## src/design/nmea_sentence_framer_top_assert.svh

```systemverilog
// Assertion macros for the NMEA sentence framer.
`ifndef NMEA_SENTENCE_FRAMER_TOP_ASSERT_SVH
`define NMEA_SENTENCE_FRAMER_TOP_ASSERT_SVH

// Same-cycle implication, disabled during reset.
`define NSF_ASSERT_NOW(label, clk, rstn, ante, cons) \
    label: assert property (@(posedge clk) disable iff (!(rstn)) (ante) |-> (cons)) \
        else $error("assertion failed: label");

// Next-cycle implication, disabled during reset.
`define NSF_ASSERT_NEXT(label, clk, rstn, ante, cons) \
    label: assert property (@(posedge clk) disable iff (!(rstn)) (ante) |=> (cons)) \
        else $error("assertion failed: label");

`endif

```

## src/design/nsf_pkg.sv

```systemverilog
// Package with constants and helpers for the NMEA sentence framer.
package nsf_pkg;

    localparam int DATA_W           = 8;
    localparam int POS_W            = 9;
    localparam int BUFFER_BYTES_DEF = 512;
    // Room kept free in the buffer for '*' and both checksum characters.
    localparam int HEADROOM         = 5;

    localparam logic [DATA_W-1:0] CH_DOLLAR      = 8'h24;
    localparam logic [DATA_W-1:0] CH_STAR        = 8'h2A;
    localparam logic [DATA_W-1:0] NIBBLE_MASK    = 8'h0F;
    localparam logic [DATA_W-1:0] HEX_DIGIT_BASE = 8'h30;
    // 'A' minus ten, so a nibble of ten or more maps straight onto 'A'..'F'.
    localparam logic [DATA_W-1:0] HEX_ALPHA_BASE = 8'h37;
    localparam logic [DATA_W-1:0] HEX_TEN        = 8'd10;

    // Uppercase hex character for the low nibble of a byte.
    function automatic logic [DATA_W-1:0] hex_upper(input logic [DATA_W-1:0] value);
        logic [DATA_W-1:0] nib;
        nib = value & NIBBLE_MASK;
        return (nib < HEX_TEN) ? (HEX_DIGIT_BASE + nib) : (HEX_ALPHA_BASE + nib);
    endfunction

endpackage

```

## src/design/nmea_sentence_framer_top.sv

```systemverilog
// NMEA 0183 sentence framer with checksum check, one UART byte per transfer.
//
//  channel | direction | ports
//  --------+-----------+----------------------------------------------------------
//  s_      | in        | s_valid, s_ready, s_rx_byte
//  m_      | out       | m_valid, m_ready, m_data_byte, m_stored, m_position,
//          |           | m_overflow_drop, m_frame_end, m_frame_ok, m_frame_length
//
//  One byte per cycle unless stalled; a result shows the cycle after its transfer.
//  Frame state and the result register update in the same cycle as the transfer.
//  s_ready is low only while a result is held and m_ready is low.
//  Reset returns the framer to waiting for '$' with count, XOR and check char cleared.
module nmea_sentence_framer_top #(
    parameter int BUFFER_BYTES = nsf_pkg::BUFFER_BYTES_DEF
) (
    input  logic                       aclk,
    input  logic                       aresetn,
    input  logic                       s_valid,
    output logic                       s_ready,
    input  logic [nsf_pkg::DATA_W-1:0] s_rx_byte,
    output logic                       m_valid,
    input  logic                       m_ready,
    output logic [nsf_pkg::DATA_W-1:0] m_data_byte,
    output logic                       m_stored,
    output logic [nsf_pkg::POS_W-1:0]  m_position,
    output logic                       m_overflow_drop,
    output logic                       m_frame_end,
    output logic                       m_frame_ok,
    output logic [nsf_pkg::POS_W-1:0]  m_frame_length
);
    import nsf_pkg::*;

`include "nmea_sentence_framer_top_assert.svh"

    localparam int CNT_W = $clog2(BUFFER_BYTES);
    localparam int EXT_W = (CNT_W > POS_W) ? CNT_W : POS_W;
    localparam logic [CNT_W-1:0] LIMIT = CNT_W'(BUFFER_BYTES - HEADROOM);
    localparam logic [CNT_W-1:0] CNT_ONE = CNT_W'(1);

    typedef enum logic [1:0] {
        MODE_IDLE,
        MODE_BODY,
        MODE_STAR,
        MODE_CS1
    } mode_t;

    mode_t              mode_reg, mode_next;
    logic [CNT_W-1:0]   count_reg, count_next;
    logic [DATA_W-1:0]  xor_reg, xor_next;
    logic [DATA_W-1:0]  check_reg, check_next;

    logic               stored_next, drop_next, fend_next, fok_next;
    logic [CNT_W-1:0]   pos_cnt, len_cnt;
    logic [EXT_W-1:0]   pos_ext, len_ext;
    logic               accept;
    logic [CNT_W-1:0]   body_cnt;

    assign s_ready = !m_valid || m_ready;
    assign accept  = s_valid && s_ready;

    // '$' inside the body restarts the write position before the limit check
    assign body_cnt = (s_rx_byte == CH_DOLLAR) ? '0 : count_reg;

    // Frame sequencing for the byte on the input port
    always_comb begin
        mode_next   = mode_reg;
        count_next  = count_reg;
        xor_next    = xor_reg;
        check_next  = check_reg;
        stored_next = 1'b0;
        drop_next   = 1'b0;
        fend_next   = 1'b0;
        fok_next    = 1'b0;
        pos_cnt     = '0;
        len_cnt     = '0;
        case (mode_reg)
            MODE_IDLE: begin
                if (s_rx_byte == CH_DOLLAR) begin
                    mode_next   = MODE_BODY;
                    xor_next    = '0;
                    stored_next = 1'b1;
                    count_next  = CNT_ONE;
                end
            end
            MODE_BODY: begin
                if (body_cnt >= LIMIT) begin
                    // sentence too long: drop it
                    mode_next  = MODE_IDLE;
                    count_next = '0;
                    xor_next   = '0;
                    drop_next  = 1'b1;
                end else begin
                    if (s_rx_byte == CH_DOLLAR) begin
                        xor_next = '0;
                    end else if (s_rx_byte == CH_STAR) begin
                        mode_next = MODE_STAR;
                    end else begin
                        xor_next = xor_reg ^ s_rx_byte;
                    end
                    stored_next = 1'b1;
                    pos_cnt     = body_cnt;
                    count_next  = body_cnt + CNT_ONE;
                end
            end
            MODE_STAR: begin
                check_next  = s_rx_byte;
                stored_next = 1'b1;
                pos_cnt     = count_reg;
                count_next  = count_reg + CNT_ONE;
                mode_next   = MODE_CS1;
            end
            MODE_CS1: begin
                stored_next = 1'b1;
                pos_cnt     = count_reg;
                fend_next   = 1'b1;
                if (check_reg == hex_upper(xor_reg >> 4) &&
                    s_rx_byte == hex_upper(xor_reg)) begin
                    fok_next = 1'b1;
                    len_cnt  = count_reg + CNT_ONE;
                end
                mode_next  = MODE_IDLE;
                count_next = '0;
                xor_next   = '0;
            end
            default: begin
                mode_next  = MODE_IDLE;
                count_next = '0;
                xor_next   = '0;
            end
        endcase
    end

    // Map the counter onto the 9-bit position fields
    assign pos_ext = EXT_W'(pos_cnt);
    assign len_ext = EXT_W'(len_cnt);

    // State and result register
    always_ff @(posedge aclk) begin
        if (!aresetn) begin
            mode_reg  <= MODE_IDLE;
            count_reg <= '0;
            xor_reg   <= '0;
            check_reg <= '0;
            m_valid   <= 1'b0;
        end else begin
            if (accept) begin
                mode_reg        <= mode_next;
                count_reg       <= count_next;
                xor_reg         <= xor_next;
                check_reg       <= check_next;
                m_data_byte     <= s_rx_byte;
                m_stored        <= stored_next;
                m_position      <= pos_ext[POS_W-1:0];
                m_overflow_drop <= drop_next;
                m_frame_end     <= fend_next;
                m_frame_ok      <= fok_next;
                m_frame_length  <= len_ext[POS_W-1:0];
                m_valid         <= 1'b1;
            end else if (m_ready) begin
                m_valid <= 1'b0;
            end
        end
    end

    // Checks
    `NSF_ASSERT_NOW(a_ok_needs_end, aclk, aresetn, m_valid && m_frame_ok, m_frame_end)
    `NSF_ASSERT_NOW(a_drop_not_stored, aclk, aresetn, m_valid && m_overflow_drop, !m_stored)
    `NSF_ASSERT_NOW(a_ok_has_length, aclk, aresetn, m_valid && m_frame_ok, m_frame_length != '0)
    `NSF_ASSERT_NOW(a_idle_count_zero, aclk, aresetn, mode_reg == MODE_IDLE, count_reg == '0)
    `NSF_ASSERT_NEXT(a_end_to_idle, aclk, aresetn, accept && fend_next,
        mode_reg == MODE_IDLE && m_valid && m_frame_end)

endmodule
```

## config.mk

```make
export PLATFORM = sky130hd
export DESIGN_NAME = nmea_sentence_framer_top
export DESIGN_NICKNAME = d
export VERILOG_FILES = /design/src/design/nsf_pkg.sv /design/src/design/nmea_sentence_framer_top.sv
export VERILOG_INCLUDE_DIRS = /design/src /design/src/design
export SDC_FILE = /design/constraint.sdc
export NUM_CORES = 1
export LEC_CHECK = 0
export BUFFER_PORTS_ARGS = -buffer_cell sky130_fd_sc_hd__buf_2
export CAP_MARGIN = 0
export CORE_AREA = 4 4 99 101
export DETAILED_ROUTE_END_ITERATION = 12
export DIE_AREA = 0 0 103 105
export SKIP_CTS_REPAIR_TIMING = 1
export SYNTH_ARGS = -nofsm -noshare
export SYNTH_HDL_FRONTEND = slang
export SYNTH_SLANG_ARGS = --single-unit
```

## constraint.sdc

```tcl
create_clock -name aclk -period 2.7 [get_ports aclk]
set_clock_uncertainty 0.05 [all_clocks]
set_input_delay 0.135 -clock aclk [delete_from_list [all_inputs] [get_ports aclk]]
set_output_delay 0.135 -clock aclk [all_outputs]
set_load 0.1 [all_outputs]
```

Word level (Yosys, flattened, before mapping)
Cells that the tools add are included.
- add/sub/neg operators: 6
- order comparisons: 3
- bitwise operators: 1
- reductions and logical operators: 14
- multiplexer cells: 26
- equal/unequal tests: 11
- operator list (cell ; number):
    $mux 9 ; 4
    $pmux 9 s4 ; 1
    $mux 8 ; 4
    $add 6x4->7 const A ; 4
    $pmux 8 s3 ; 1
    $add 9x1->9 const B ; 2
    $pmux 9 s2 ; 1
    $eq 8x6->1 const B ; 2
    $eq 8x7->1 ; 2
    $mux 7 ; 2
    $ge 9x9->1 const B ; 1
    $lt 4x4->1 const B ; 2
    $mux 2 ; 4
    $pmux 2 s4 ; 1
    $reduce_and 2->1 ; 4
    $reduce_and 4->1 ; 2
    $xor 8x8->8 ; 1
    $mux 1 ; 7
    $ne 3x3->1 const B ; 2
    $eq 2x2->1 const B ; 2
    $ne 4x4->1 const B ; 1
    $pmux 1 s3 ; 1
    $reduce_bool 3->1 ; 1
    $eq 2x1->1 const B ; 1
    7 further kinds ; 8
- bits in registers: 58
- output and inout bits: 32
- input bits: 12

Depth between registers and ports, before layout
- depth after elaboration: 5
- mapped depth: 10

Worst setup path before layout
No wires, ideal clock.
- path kind: flip-flop to flip-flop
- start: register m_valid
- end: register m_data_byte[0] in the netlist's numbering, enable pin
- stages on the path, launching flop included: 4
- path buffers: 0
- data required time: 2233 ps
- setup slack: -956 ps
- period minus slack after synthesis: 3656 ps
- library setup time: 417 ps
- data arrival time: 3189 ps
- cells stage by stage: dfxtp_1 > nand2b_1 > nand2_1 > nor2_1
- cells in the longest elaborated chain, start to end: 4
- RTL lines (what ; line ; text):
    start: declaration ; nmea_sentence_framer_top.sv:21 ; output logic m_valid,
    start signal: assignment ; nmea_sentence_framer_top.sv:144 ; m_valid <= 1'b0;
    start signal: assignment ; nmea_sentence_framer_top.sv:158 ; m_valid <= 1'b1;
    start signal: assignment ; nmea_sentence_framer_top.sv:160 ; m_valid <= 1'b0;
    $logic_not 1->1 ; nmea_sentence_framer_top.sv:58 ; assign s_ready = !m_valid || m_ready;
    $logic_or 1x1->1 ; nmea_sentence_framer_top.sv:58 ;
    named net s_ready ; nmea_sentence_framer_top.sv:19 ; output logic s_ready,
    $logic_and 1x1->1 ; nmea_sentence_framer_top.sv:59 ; assign accept = s_valid && s_ready;
    $reduce_and 2->1 (no source line) ; - ;
    end signal: assignment ; nmea_sentence_framer_top.sv:151 ; m_data_byte <= s_rx_byte;
    end: declaration ; nmea_sentence_framer_top.sv:23 ; output logic [nsf_pkg::DATA_W-1:0] m_data_byte,
The timed path passes the listed nets, and every way through them passes these cells.
A chain may end at the register's enable or synchronous reset.

Worst setup path after layout
- start: input s_rx_byte[1] in the netlist's numbering
- end: register xor_reg[4]
- cells in the longest elaborated chain, start to end: 5
- elaborated cells between the ends (all ways): 10
- classes of those cells: order compare (1); eq/ne (4); mux (4); reduce/logical (1)
- RTL lines (what ; line ; text):
    start: declaration ; nmea_sentence_framer_top.sv:20 ; input logic [nsf_pkg::DATA_W-1:0] s_rx_byte,
    $eq 8x6->1 ; nmea_sentence_framer_top.sv:62, nmea_sentence_framer_top.sv:78, nmea_sentence_framer_top.sv:93 ;
    $mux 9 ; nmea_sentence_framer_top.sv:62 ; assign body_cnt = (s_rx_byte == CH_DOLLAR) ? '0 : count_reg;
    $ge 9x9->1 ; nmea_sentence_framer_top.sv:86 ; if (body_cnt >= LIMIT) begin
    $ne 4x4->1 (no source line) or $mux 8 (tied branches) ; - ;
    $reduce_and 4->1 (no source line) or $pmux 8 s3 (tied branches) ; - ;
    end signal: assignment ; nmea_sentence_framer_top.sv:149 ; xor_reg <= xor_next;
    end: declaration ; nmea_sentence_framer_top.sv:49 ; logic [DATA_W-1:0] xor_reg, xor_next;
Several ways; a longest one is shown, not always the timed one.

==> impl_metrics.toml <==
[clocking]
path_clk_slew_ps = 70
h-tree-depth = 3
cts_tree = "built"
clock_latency_ps = 340
clock_path_buffers = 2
clockRootBuffer = "clkbuf_8"
cts.sink_count = 58
cts_buffers = 9

[detailed_routing]
drt-total-wl_mm = 7.60
drt-vias-per-instance = 5.31
ant_nets = 0
dr_total_vias = 2569
drt_iter0_drc = 208
firstDrtPassIters = 4
drcViolationCount = 0
avgRoutedWirePerCell_um = 15.7

[pwr]
power_switching_w = 0.000549
cellLeakagePower_nw = 1.34
internal-power_w = 0.00131
powerDensity_nw_per_um2 = 506
ir_worst_vdd_mv = 0.164
p_total_w = 0.00186
clkPwrFrac_pct = 36.4
sequentialPowerShare_pct = 51.1
power_switching_share_pct = 29.6
comb_power_share_pct = 12.5

[global_routing]
grt_pass1_wl_mm = 12.5
antenna_found_initial = 0
overflow = 0
grt_pass1_vias = 2463
grt_max_degree = 31
grt_use_total_pct = 14.6

[finish]
syn2layout_area_growth_pct = 19.6
fill_cells = 893
antennaDiodeCount = 0
drive_gt1_share_pct = 24.4
finalNetCount = 384
fin_cells = 484

[worst_setup_path]
end_kind = "flip-flop"
crit_path_start_kind = "primary input"
crit_arrival_ps = 2650
regToRegEndpoint = "m_position[0]$_DFFE_PP_"
r2r_setup_slack_ps = 400
path_max_fanout = 11
crit_path_start = "s_rx_byte[1]"
crit_type = "in2reg"
required_ps = 2910
crit_path_end = "xor_reg[4]$_SDFFE_PN0P_"
reg2reg_depth = 6
timing.rr.start = "count_reg[1]$_SDFFE_PN0P_"

[run]
cap_violations = 0

[logic_synthesis]
ys_warn_count = 0
synth_edf_count = 30
synthTopCellsByArea = "edfxtp_1 (29%), dfxtp_1 (18%), mux2i_1 (3.3%)"
synthTopCellsByCount = "edfxtp_1 (30), dfxtp_1 (28), nand2_1 (24), nor2_1 (24), a21oi_1 (18)"
ys_seq_elements = 58
syn-cell-area_um2 = 3070
synth_top_area_share_pct = 29.4
netlist_instances = 311
yosysSeqAreaShare_pct = 47.7
synthFlopType = "edfxtp_1"
async_flop_share_pct = 0
ys_types = 61
synth_nets = 327
yosysMostFrequentCell = "edfxtp_1"
avgSynthCellArea_um2 = 9.86
synth.largest_area_cell = "edfxtp_1"

[sta]
rsz0062_at_grt = "false"
timing.final.crit_share_pct = 90.4
setup_violations = 0
slew_violations = 0
fin_hold_ws_ps = 8.67
fin_crit_ps = 2440
fmax_mhz = 410
hold_viol = 0
finalSetupTns_ps = 0
tightestPinTransition_ps = 846
setup_ws_ps = 259
slew_headroom_pct = 43.5

[place]
pre_cts_slack_ps = -85.2
gp_routability_congestion = 0.826
hpwl_mm = 5.48
placed_cells = 468
portBuffers = 43

[floorplanning]
die_y_um = 105
dieArea_um2 = 10800
rows = 35
io_pins = 44
core-area_um2 = 9020
start_util_pct = 34.0
die_x_um = 103

[worst_hold_path]
hold_depth = 3
min_path_type = "in2reg"

[run_status]
status = "completed"
-- how the worst min path moves through the flow --
stage | from | endpoint | slack (ps)
6_report | s_valid | m_valid$_SDFFE_PN0P_ | 9
5_1_grt | s_rx_byte[7] | m_data_byte[7]$_DFFE_PP_ | 10
4_1_cts | s_valid | m_valid$_SDFFE_PN0P_ | 4
3_5_place_dp | s_rx_byte[7] | m_data_byte[7]$_DFFE_PP_ | 360
3_3_place_gp | s_valid | m_valid$_SDFFE_PN0P_ | 350
2_1_floorplan | s_rx_byte[0] | m_data_byte[0]$_DFFE_PP_ | 180
-- kinds of logic after synthesis --
family	count (synthesis)	share of synthesized area [%]
DFF	58	47.7
buffers and inverters	25	3.67
and+or+nand+nor	130	23.9
adders and majority gates	4	1.63
xor gates and xnor gates	11	3.14
muxes	12	4.00
AOI/OAI and AO/OA	71	16.0
-- per-stage QoR --
| step | area [um^2] | util (%) |
|---|---|---|
| global route | 3670 | 40.7 |
| detailed placement | 3510 | 38.9 |
| finish | 3670 | 40.7 |
| CTS | 3670 | 40.7 |
| floorplan | 3090 | - |
| global placement | 3510 | 38.9 |
-- power groups by stage --
stage	clock, W	sequential [W]	combinational (W)
6_report	0.000675	0.000949	0.000231
5_1_grt	0.000725	0.000950	0.000243
4_1_cts	0.000686	0.000949	0.000233
3_5_place_dp	0	0.000969	0.000233
3_3_place_gp	0	0.000968	0.000232
2_1_floorplan	0	0.00110	0.0000399
-- cells in the final DEF (no fill, tap or decap), drive strengths merged, types with 8 or more instances in the layout --
| master | n |
|---|---|
| edfxtp | 30 |
| nor2b | 13 |
| nor3 | 13 |
| nand2 | 24 |
| clkbuf | 10 |
| a21oi | 18 |
| buf | 62 |
| mux2i | 10 |
| dfxtp | 28 |
| inv | 8 |
| o21ai | 13 |
| nor2 | 24 |
| nand3 | 11 |
-- final cells by class --
| type | instances | area [um^2] | area share, % |
|---|---|---|---|
| clock buffers | 10 | 128 | 3.48 |
| repair buffers | 62 | 358 | 9.75 |
| flip-flops and latches | 58 | 1460 | 39.9 |
| clock inverters | 6 | 35.0 | 0.955 |
| multi-input cells | 228 | 1510 | 41.2 |
| well taps | 111 | 139 | 3.79 |
| inverters | 9 | 33.8 | 0.921 |
-- metal layers --
| metal | GRT usage [%] | routed length [um] | vias to the layer above | share of wire (%) |
|---|---|---|---|---|
| met1 | 20.7 | 3530 | 1200 | 46 |
| li1 | - | - | 1280 | - |
| met3 | 2.67 | 449 | 11 | 5.9 |
| met2 | 21.8 | 3480 | 78 | 46 |
| met4 | 5.64 | 140 | 0 | 1.8 |
| met5 | 0 | 0 | - | 0 |
-- worst max-delay path, cell delays in order --
cell and delay (ps):
buf_2 110, or4_4 560, or2_4 250, and2_1 160, ha_2 180, a211o_1 260
and4_4 200, or3_4 380, or3_1 310, o211ai_1 100
Note: power is estimated with default switching activity, not from simulation.
